**config.mk**
```make
export PLATFORM = sky130hd
export DESIGN_NAME = chs_queue
export DESIGN_NICKNAME = d
export VERILOG_FILES = /design/src/hw/rtl/chs_queue.sv
export SDC_FILE = /design/constraint.sdc
export NUM_CORES = 1
export LEC_CHECK = 0
export BUFFER_PORTS_ARGS = -buffer_cell sky130_fd_sc_hd__buf_2
export CORE_UTILIZATION = 45
export DETAILED_ROUTE_END_ITERATION = 10
export PLACE_DENSITY_LB_ADDON = 0.3
export SYNTH_ARGS = -nofsm -noshare
export SYNTH_HDL_FRONTEND = slang
export SYNTH_SLANG_ARGS = --single-unit
```
**constraint.sdc**
```tcl
create_clock -name clk -period 2.08 [get_ports clk]
set_input_delay 0.104 -clock clk [delete_from_list [all_inputs] [get_ports clk]]
set_output_delay 0.104 -clock clk [all_outputs]
set_load 0.01 [all_outputs]
```
**src/hw/rtl/chs_queue.sv**
```systemverilog
// Two-entry queue that decouples the front stage from the back pipeline.
// Depends on nothing beyond its width parameter.
`timescale 1ns / 1ps
module chs_queue #(
  parameter int WIDTH = 8
) (
  input  logic             clk,
  input  logic             rst,
  input  logic             push,
  input  logic             pop,
  input  logic [WIDTH-1:0] data_in,
  output logic             full,
  output logic             nempty,
  output logic [WIDTH-1:0] data_out
);

  logic [WIDTH-1:0] mem [2];
  logic wr_ptr, rd_ptr;
  logic [1:0] count;

  assign full     = count == 2'd2;
  assign nempty   = count != 2'd0;
  assign data_out = mem[rd_ptr];

  always_ff @(posedge clk) begin
    if (rst) begin
      wr_ptr <= 1'b0;
      rd_ptr <= 1'b0;
      count  <= 2'd0;
    end else begin
      if (push) wr_ptr <= !wr_ptr;
      if (pop) rd_ptr <= !rd_ptr;
      count <= count + 2'(push) - 2'(pop);
    end
  end

  always_ff @(posedge clk) begin
    if (push) begin
      mem[wr_ptr] <= data_in;
    end
  end

endmodule

```
==> reports/metrics.cfg <==
[outcome]
status = complete, but fails checks
violations = negative hold slack

[synth]
synthSimpleGateAreaFrac_pct = 5.83
synth_compound_gate_area_share_pct = 0
synthAdderAreaFrac_pct = 3.15
synth_cells = 46
synth_nets = 60
netlist.area_leader.share_pct = 60.5
synth-xor-area-share_pct = 5.04
yosys.area.top_type = edfxtp_1
synth-seq-cells = 21
synth.avg_cell_area_um2 = 17.3
yosysUniqueCellTypes = 12
synth_top_cells_by_area = edfxtp_1, dfxtp_1, mux2_1, ha_1, xnor3_1
ys_warn_count = 0
syn_area_um2 = 795
synth_top_family_by_area = multiplexers
seq_area_frac_synth_pct = 73.1
synth_mux_area_share_pct = 11.3

[detailed_routing]
routed_wl_mm = 1.14
detail_route.wl_per_cell_um = 12.4
drtIter0Drc = 6
drt-pass1-iter-count = 7
vias = 449
drc = 0
via_per_inst = 4.88
antenna_left = 0

[global_route]
antenna_found_initial = 0
grt_pass1_vias = 451
grt_max_degree = 13
track_usage_pct = 13.6
grt_overflow_total = 0
grt_pass1_wl_mm = 1.85

[finish]
final_common_cell = buf_2
multiInputGateArea_um2 = 201
register_area_um2 = 581
synthToLayoutAreaGrowth_pct = 26.1
fin_nets = 91
fill_cells = 134
final_cell_mix = buf_2, edfxtp_1, mux2_1
antennaDiodeCount = 0
final_cells = 92
drive_above_1_share_pct = 32.9

[die]
die_area_um2 = 1940
ios = 22
coreArea_um2 = 1580
die_h_um = 44.0
rows = 14
die_w_um = 44.0
start_util_pct = 50.4

[clock_tree]
cts-root-buf = clkbuf_4
cts_tree = done
post_cts_buffers = 0
ctsResizeCount = 0
insertion_delay_ns = 0.29
clockBufferDepth = 2
htreeDepth = 1
cts_buffers = 3
clkTransAtPathRegs_ns = 0.11
cts_num_sinks = 21

[worst_setup_path]
crit_chain = mux2_1 -> buf_2
critPathLaunchType = flip-flop
cp.arrival_ns = 1.34
cp_num_cells = 2
critPathBufInv = 1
r2r_setup_slack_ns = 0.71
cp_max_fo = 8
crit_path_end = data_out[1]
crit_required_ns = 1.98
r2r_cells = 6
r2r-start = count[0]
critPathCaptureType = output port
worstSetupPathType = flip-flop to output port
r2r_end = count[1]
max_stage_delay_ns = 0.54
crit_family = flip-flops
crit_slowest_cell = dfxtp_1

[sta]
rsz0062_at_grt = no
max_slew.worst_pin.slew_ns = 0.692
tns_ns = 0
final-hold-violation-count = 1
finalSetupViolations = 0
fin_crit_sh_pct = 69.2
skew_ns = 0.00620
hold_ws_ns = -0.00257
fmax_mhz = 694
drv_slew = 0
finalCriticalPeriod_ns = 1.44
slew_headroom_pct = 53.8

[place]
gp_congestion = 0.612
post-place-cells = 82
hpwl_um = 819
port_buffers = 21

[worst_hold_path]
holdCritPathClass = primary input to flip-flop
min_path_cells = 1

[job]
cap_violations = 0

[power]
cellPowerDensity_nw_per_um2 = 828
power.leakage_uw = 0.000411
irDropWorstVdd_uv = 469

layout make-up:
class,count,area share [%]
multi-input combinational,22,20.1
clock buffer,3,2.25
sequential,21,57.9
inverter,2,0.749
clock inverter,1,0.499
timing repair buffer,27,16.5
tap,16,2.00
worst register-to-register path, cell delays in order (launching register included):
cell and delay [ns]:
dfxtp_1 0.36, inv_1 0.05, ha_1 0.27, inv_1 0.06
ha_1 0.13, xnor3_1 0.37, nor2_1 0.09
how the worst min path moves through the flow:
stage,from,endpoint
after floorplan,rst,count[0]
after global placement,data_in[4],mem[1][4]
after detailed placement,data_in[2],mem[1][2]
after CTS,data_in[6],mem[1][6]
after global routing,data_in[1],mem[1][1]
final,data_in[4],mem[1][4]
flip-flops by register name, indices dropped and copies added, names as in the netlist, named ones only:
signal  flops
rd_ptr      1
count       2
wr_ptr      1
mem        16
repair_timing:
action	4_1_cts	5_1_grt
hold buffers	5	1
hold endpoints to repair	9	2
setup endpoints to repair	0	0
cells in the mapped netlist:
cell type and instances:
buf_2 1, nor2_1 4, ha_1 2, inv_1 2
edfxtp_1 16, and2_1 1, mux2_1 8, xnor2_1 2
xnor3_1 1, nor2b_1 3, dfxtp_1 5, or2_1 1
report_power, final:
group | internal, uW | switching (uW)
clock network | 71.5 | 114
logic | 79.2 | 59.2
registers | 487 | 18.3
total | 638 | 192
per-layer routing:
layer / share of wire [%] / global-route usage (%)
met1: 43 / 14.8
met4: 0.88 / 7.27
met5: 0 / 0
met2: 51 / 24.4
met3: 4.6 / 2.86
metrics by stage:
step | area [um^2] | setup WS [ns] | util, % | total power (uW)
5_1_grt | 1000 | 0.561 | 63.6 | 863
4_1_cts | 992 | 0.607 | 62.9 | 833
3_3_place_gp | 915 | 0.778 | 58.0 | 642
6_report | 1000 | 0.640 | 63.6 | 829
3_5_place_dp | 915 | 0.719 | 58.0 | 648
2_1_floorplan | 795 | 0.793 | - | 596
cell families (layout without fill, tap and decap cells):
group / after synthesis / after routing
XOR/XNOR: 3 / 3
adder cells (fa/ha/maj): 2 / 2
buffers and inverters: 3 / 33
flip-flops: 21 / 21
multiplexers: 8 / 8
AND/OR/NAND/NOR: 9 / 9
(Power assumes the default switching activity.)
