### src/hw/rtl/chs_pkg.sv
// Shared constants and the arctangent table for the cosine hemisphere sampler.
// Depends on nothing; the top level, chs_front and chs_back import it.
`timescale 1ns / 1ps
package chs_pkg;

  localparam int INPUT_BITS_DEF   = 16;
  localparam int OUT_FRAC_DEF     = 14;
  localparam int CORDIC_STEPS_DEF = 16;

  // Angle and rotator format: Q2.30 held in a 34-bit signed word.
  localparam int ANG_FRAC = 30;
  localparam int CORD_W   = 34;

  localparam logic [ANG_FRAC-1:0] PI_4_Q30 = 30'd843314857;
  localparam logic signed [CORD_W-1:0] CORDIC_GAIN = 34'sd652032874;

  // atan(2^-i) in unsigned Q0.30, truncated except entry 0, which is rounded.
  function automatic logic [ANG_FRAC-1:0] atan_q30(input logic [4:0] i);
    logic [ANG_FRAC-1:0] v;
    unique case (i)
      5'd0:  v = 30'd843314857;
      5'd1:  v = 30'd497837829;
      5'd2:  v = 30'd263043836;
      5'd3:  v = 30'd133525158;
      5'd4:  v = 30'd67021686;
      5'd5:  v = 30'd33543515;
      5'd6:  v = 30'd16775850;
      5'd7:  v = 30'd8388437;
      5'd8:  v = 30'd4194282;
      5'd9:  v = 30'd2097149;
      5'd10: v = 30'd1048575;
      5'd11: v = 30'd524287;
      5'd12: v = 30'd262143;
      5'd13: v = 30'd131071;
      5'd14: v = 30'd65535;
      5'd15: v = 30'd32767;
      5'd16: v = 30'd16383;
      5'd17: v = 30'd8191;
      5'd18: v = 30'd4095;
      5'd19: v = 30'd2047;
      5'd20: v = 30'd1023;
      5'd21: v = 30'd511;
      5'd22: v = 30'd255;
      5'd23: v = 30'd127;
      5'd24: v = 30'd63;
      5'd25: v = 30'd31;
      5'd26: v = 30'd15;
      5'd27: v = 30'd7;
      5'd28: v = 30'd3;
      5'd29: v = 30'd1;
      default: v = '0;
    endcase
    return v;
  endfunction

endpackage

### src/hw/rtl/chs_front.sv
// Front stage: maps the uniform pair to offsets, picks the sector and registers
// ratio operands and signs. Depends on chs_pkg.
`timescale 1ns / 1ps
module chs_front import chs_pkg::*; #(
  parameter int INPUT_BITS = INPUT_BITS_DEF
) (
  input  logic                      clk,
  input  logic                      rst,
  input  logic                      push,
  output logic                      full,
  input  logic [INPUT_BITS-1:0]     u_first,
  input  logic [INPUT_BITS-1:0]     u_second,
  input  logic                      q_full,
  output logic                      q_push,
  output logic [2*INPUT_BITS+4:0]   q_data
);

  localparam int MW = INPUT_BITS + 1;
  localparam int OW = INPUT_BITS + 2;
  localparam int FW = 2 * MW + 3;

  logic signed [OW-1:0] ox, oy;
  logic [MW-1:0] ox_m, oy_m, num_m, den_m;
  logic first, num_neg, den_neg;
  logic f_valid, f_adv;
  logic [FW-1:0] f_data, f_data_next;

  assign ox = $signed({1'b0, u_first, 1'b0}) - $signed(OW'(1) << INPUT_BITS);
  assign oy = $signed({1'b0, u_second, 1'b0}) - $signed(OW'(1) << INPUT_BITS);
  assign ox_m = ox[OW-1] ? MW'(-ox) : ox[MW-1:0];
  assign oy_m = oy[OW-1] ? MW'(-oy) : oy[MW-1:0];

  always_comb begin
    first   = ox_m > oy_m;
    num_m   = first ? oy_m : ox_m;
    den_m   = first ? ox_m : oy_m;
    num_neg = first ? oy[OW-1] : ox[OW-1];
    den_neg = first ? ox[OW-1] : oy[OW-1];
    f_data_next = {first, den_neg, num_neg ^ den_neg, num_m, den_m};
  end

  assign f_adv  = !f_valid || !q_full;
  assign full   = !f_adv;
  assign q_push = f_valid && !q_full;
  assign q_data = f_data;

  always_ff @(posedge clk) begin
    if (rst) begin
      f_valid <= 1'b0;
    end else if (f_adv) begin
      f_valid <= push;
    end
  end

  always_ff @(posedge clk) begin
    if (f_adv && push) begin
      f_data <= f_data_next;
    end
  end

endmodule

### config.mk
export PLATFORM = sky130hd
export DESIGN_NAME = chs_front
export DESIGN_NICKNAME = d
export VERILOG_FILES = /design/src/hw/rtl/chs_pkg.sv /design/src/hw/rtl/chs_front.sv
export SDC_FILE = /design/constraint.sdc
export NUM_CORES = 1
export LEC_CHECK = 0
export BUFFER_PORTS_ARGS = -buffer_cell sky130_fd_sc_hd__buf_2
export CORE_MARGIN = 5
export CORE_UTILIZATION = 52
export DETAILED_ROUTE_END_ITERATION = 16
export PLACE_DENSITY_LB_ADDON = 0.15
export SYNTH_ARGS = -nofsm -noshare
export SYNTH_HDL_FRONTEND = slang
export SYNTH_SLANG_ARGS = --single-unit
### constraint.sdc
create_clock -name clk -period 3.57 [get_ports clk]
set_input_delay 0.5355 -clock clk [delete_from_list [all_inputs] [get_ports clk]]
set_output_delay 0.5355 -clock clk [all_outputs]
set_load 0.01 [all_outputs]
==> results by group <==
Clock network
  – Setup bufs post-CTS: 0
  – CTS hold repair buffers: 0
  – Worst-path clk slew: approximately 0.070 ns
  – Max clock buf depth: 2
  – Clk root buf: clkbuf_8
  – CTS H-tree lvls: 2
  – CTS tree: built
  – Post-CTS sizing: 0
  – Cts bufs inserted: 5
  – Clk_lat worst skew: 0.29 ns
  – CTS Sinks: 36

Hold path
  – Worst Hold Path EP: f_valid$_SDFFE_PP0N_
  – Hold crit path type: primary input to flip-flop
  – Hold Startpoint: rst
  – Worst hold path depth: 2

Die
  – Num rows: 25
  – Die Y: a little over 80 um
  – Die W: about 81 um
  – Area of the core: 4790 um^2
  – Die area: about 6500 um^2
  – Initial Util: 0.542
  – I/O pins: 75

Job
  – Max-Cap Viols: 0

Cells and area
  – Layout cells sized above 1: 0.316
  – Antenna Diode Count: 0
  – Area Overhead vs Synth: 21.8%
  – Final net count: between 300 and 400
  – Design Area, Final: 3160 um^2
  – Non-Filler Instances: 387

Worst setup path
  – CP startpoint kind: primary input
  – Worst endpoint required time: around 3.7 ns
  – Worst setup path class: primary input to flip-flop
  – CP startpoint: u_first[5]
  – R2R Path End: q_data[29]$_DFFE_PP_
  – R2r setup slk: between 2 and 2.5 ns
  – RR Startpoint: f_valid$_SDFFE_PP0N_
  – CP max FO: 9
  – Worst Setup End Kind: flip-flop
  – Arr. time, crit path: between 3 and 4 ns
  – R2r worst-path depth: 3

Global route
  – Total gr overflow: 0
  – Vias in the first global route: between 1500 and 2000
  – Largest net degree at the start of global routing: 36
  – First-pass GRT wire length: ~8.7 mm
  – Initial antenna violation count: 0
  – GRT Overall Usage: 0.178

Place
  – Final HPWL DP: 4.35 mm
  – Placed instance area: between 3000 and 4000 um^2
  – Placer Congestion: 0.811
  – Dpl cells: between 300 and 400
  – # port buffers: 72

Power and ir drop
  – Pwr dens: 412 nW/um^2
  – Peak VDD IR: between 0.2 and 0.25 mV
  – Total power: 1.30 mW
  – P_leak: between 1 and 1.5 nW

Yosys
  – Synth top area share: 0.405
  – Register area share after synthesis: 0.413
  – Mapped Cells: 239
  – Syn. warnings: 0
  – Post-Syn Area: approximately 2600 um^2
  – Synth area leader: edfxtp_1
  – Number of synthesized register bits: 36
  – Syn_area_per_cell: around 11 um^2
  – Netlist cell types: 32
  – Top post-synthesis cells by area: edfxtp_1 41%, mux2i_1 14%, ha_1 8.7%

Detailed routing
  – Detailed Route WL: 5.44 mm
  – Vias per cell: between 5 and 6
  – Initial DRC count: 58
  – Via count: 1951
  – Antenna Violating Nets Remaining: 0
  – Remaining DRCs: 0
  – Routed len/inst: between 10 and 15 um
  – Drt pass-1 iters: 4

Status
  – Outcome: completed

Timing
  – Hold Violations, Final: 0
  – RSZ-0062 raised after global routing: no
  – Final period util: 0.927
  – Peak Freq: 302 MHz
  – Period minus WS final: 3.31 ns
  – Final Setup Violations: 0
  – Max Transition Viols Final: 0
  – Clock skew: roughly 0.0047 ns
how the worst max path moves through the flow:
stage,to,cells past startpoint
after floorplan,q_data[22]$_DFFE_PP_,12
after global placement,q_data[22]$_DFFE_PP_,13
after detailed placement,q_data[22]$_DFFE_PP_,13
after CTS,q_data[22]$_DFFE_PP_,13
after global routing,q_data[22]$_DFFE_PP_,13
final,q_data[22]$_DFFE_PP_,13
through the flow:
stage	hold slack, ns	TNS (ns)	utilization	setup WS (ns)
after global placement	0.608	0	0.642	0.0905
after floorplan	0.608	0	-	0.362
after CTS	0.388	0	0.660	0.270
final	0.394	0	0.660	0.259
after detailed placement	0.633	-0.0641	0.642	-0.0276
after global routing	0.394	0	0.660	0.0376
cells in the final DEF (no fill, tap or decap), types with 2 or more instances in the layout:
cell type and instances:
nand4_1 5, buf_4 8, nor4_1 3, nor3_1 8, buf_2 72, clkbuf_1 2
edfxtp_1 35, a31oi_1 5, xnor2_2 5, xnor2_1 21, nor2_1 21, o21ai_0 3
clkbuf_8 6, conb_1 2, a21oi_1 20, nor4_4 2, ha_1 18, inv_1 25
nand2_1 5, nor2b_1 2, mux2i_1 35, nand3_1 4
final cells by class:
class | count | area, um^2
fillers | 402 | 1630
multi-input cells | 170 | 1380
flip-flops and latches | 36 | 1070
repair buffers | 81 | 440
inverters | 25 | 93.8
clock buffers | 8 | 90.1
well taps | 67 | 83.8
report_power, final:
part	total, mW	internal [mW]	switching (mW)
sequential	0.552	0.542	0.00993
combinational	0.457	0.208	0.250
clock	0.295	0.157	0.137
cells by family after synthesis:
family	Yosys count	share of synthesized area
and+or+nand+nor	58	0.133
adders and majority gates	18	0.0868
muxes	35	0.135
AOI/OAI and AO/OA	30	0.0646
other	1	0.00145
DFF	36	0.413
xor gates and xnor gates	27	0.106
buffers and inverters	34	0.0607
worst max-delay path, stage by stage:
cell	delay (ns)
buf_2	0.11
or4_4	0.57
nor4_4	0.24
a21oi_1	0.16
xnor2_2	0.21
inv_1	0.07
ha_1	0.30
nand4_1	0.16
nor3_1	0.23
nand2_1	0.14
a31oi_4	0.22
buf_4	0.25
mux2i_1	0.23
metal layers:
| layer | up-vias | wire [um] | GRT usage |
|---|---|---|---|
| met5 | - | 0 | 0 |
| met4 | 0 | 99 | 0.0760 |
| met3 | 10 | 322 | 0.0392 |
| met2 | 48 | 2670 | 0.294 |
| met1 | 878 | 2350 | 0.224 |
| li1 | 1015 | - | - |
sequential cells by signal (all words and copies together), names as in the netlist:
register  flops
f_valid       1
q_data       35
Yosys cell counts, drive strengths merged:
master	n
a21oi	20
a31oi	6
and2	1
buf	5
clkbuf	4
conb	1
dfxtp	1
edfxtp	35
ha	18
inv	25
mux2i	35
nand2	5
nand3	4
nand4	5
nor2	21
nor2b	3
nor3	9
nor3b	2
nor4	5
o2111ai	1
o21ai	3
or3	2
or4	1
xnor2	26
xor2	1
Power figures use the tool's default switching activity.
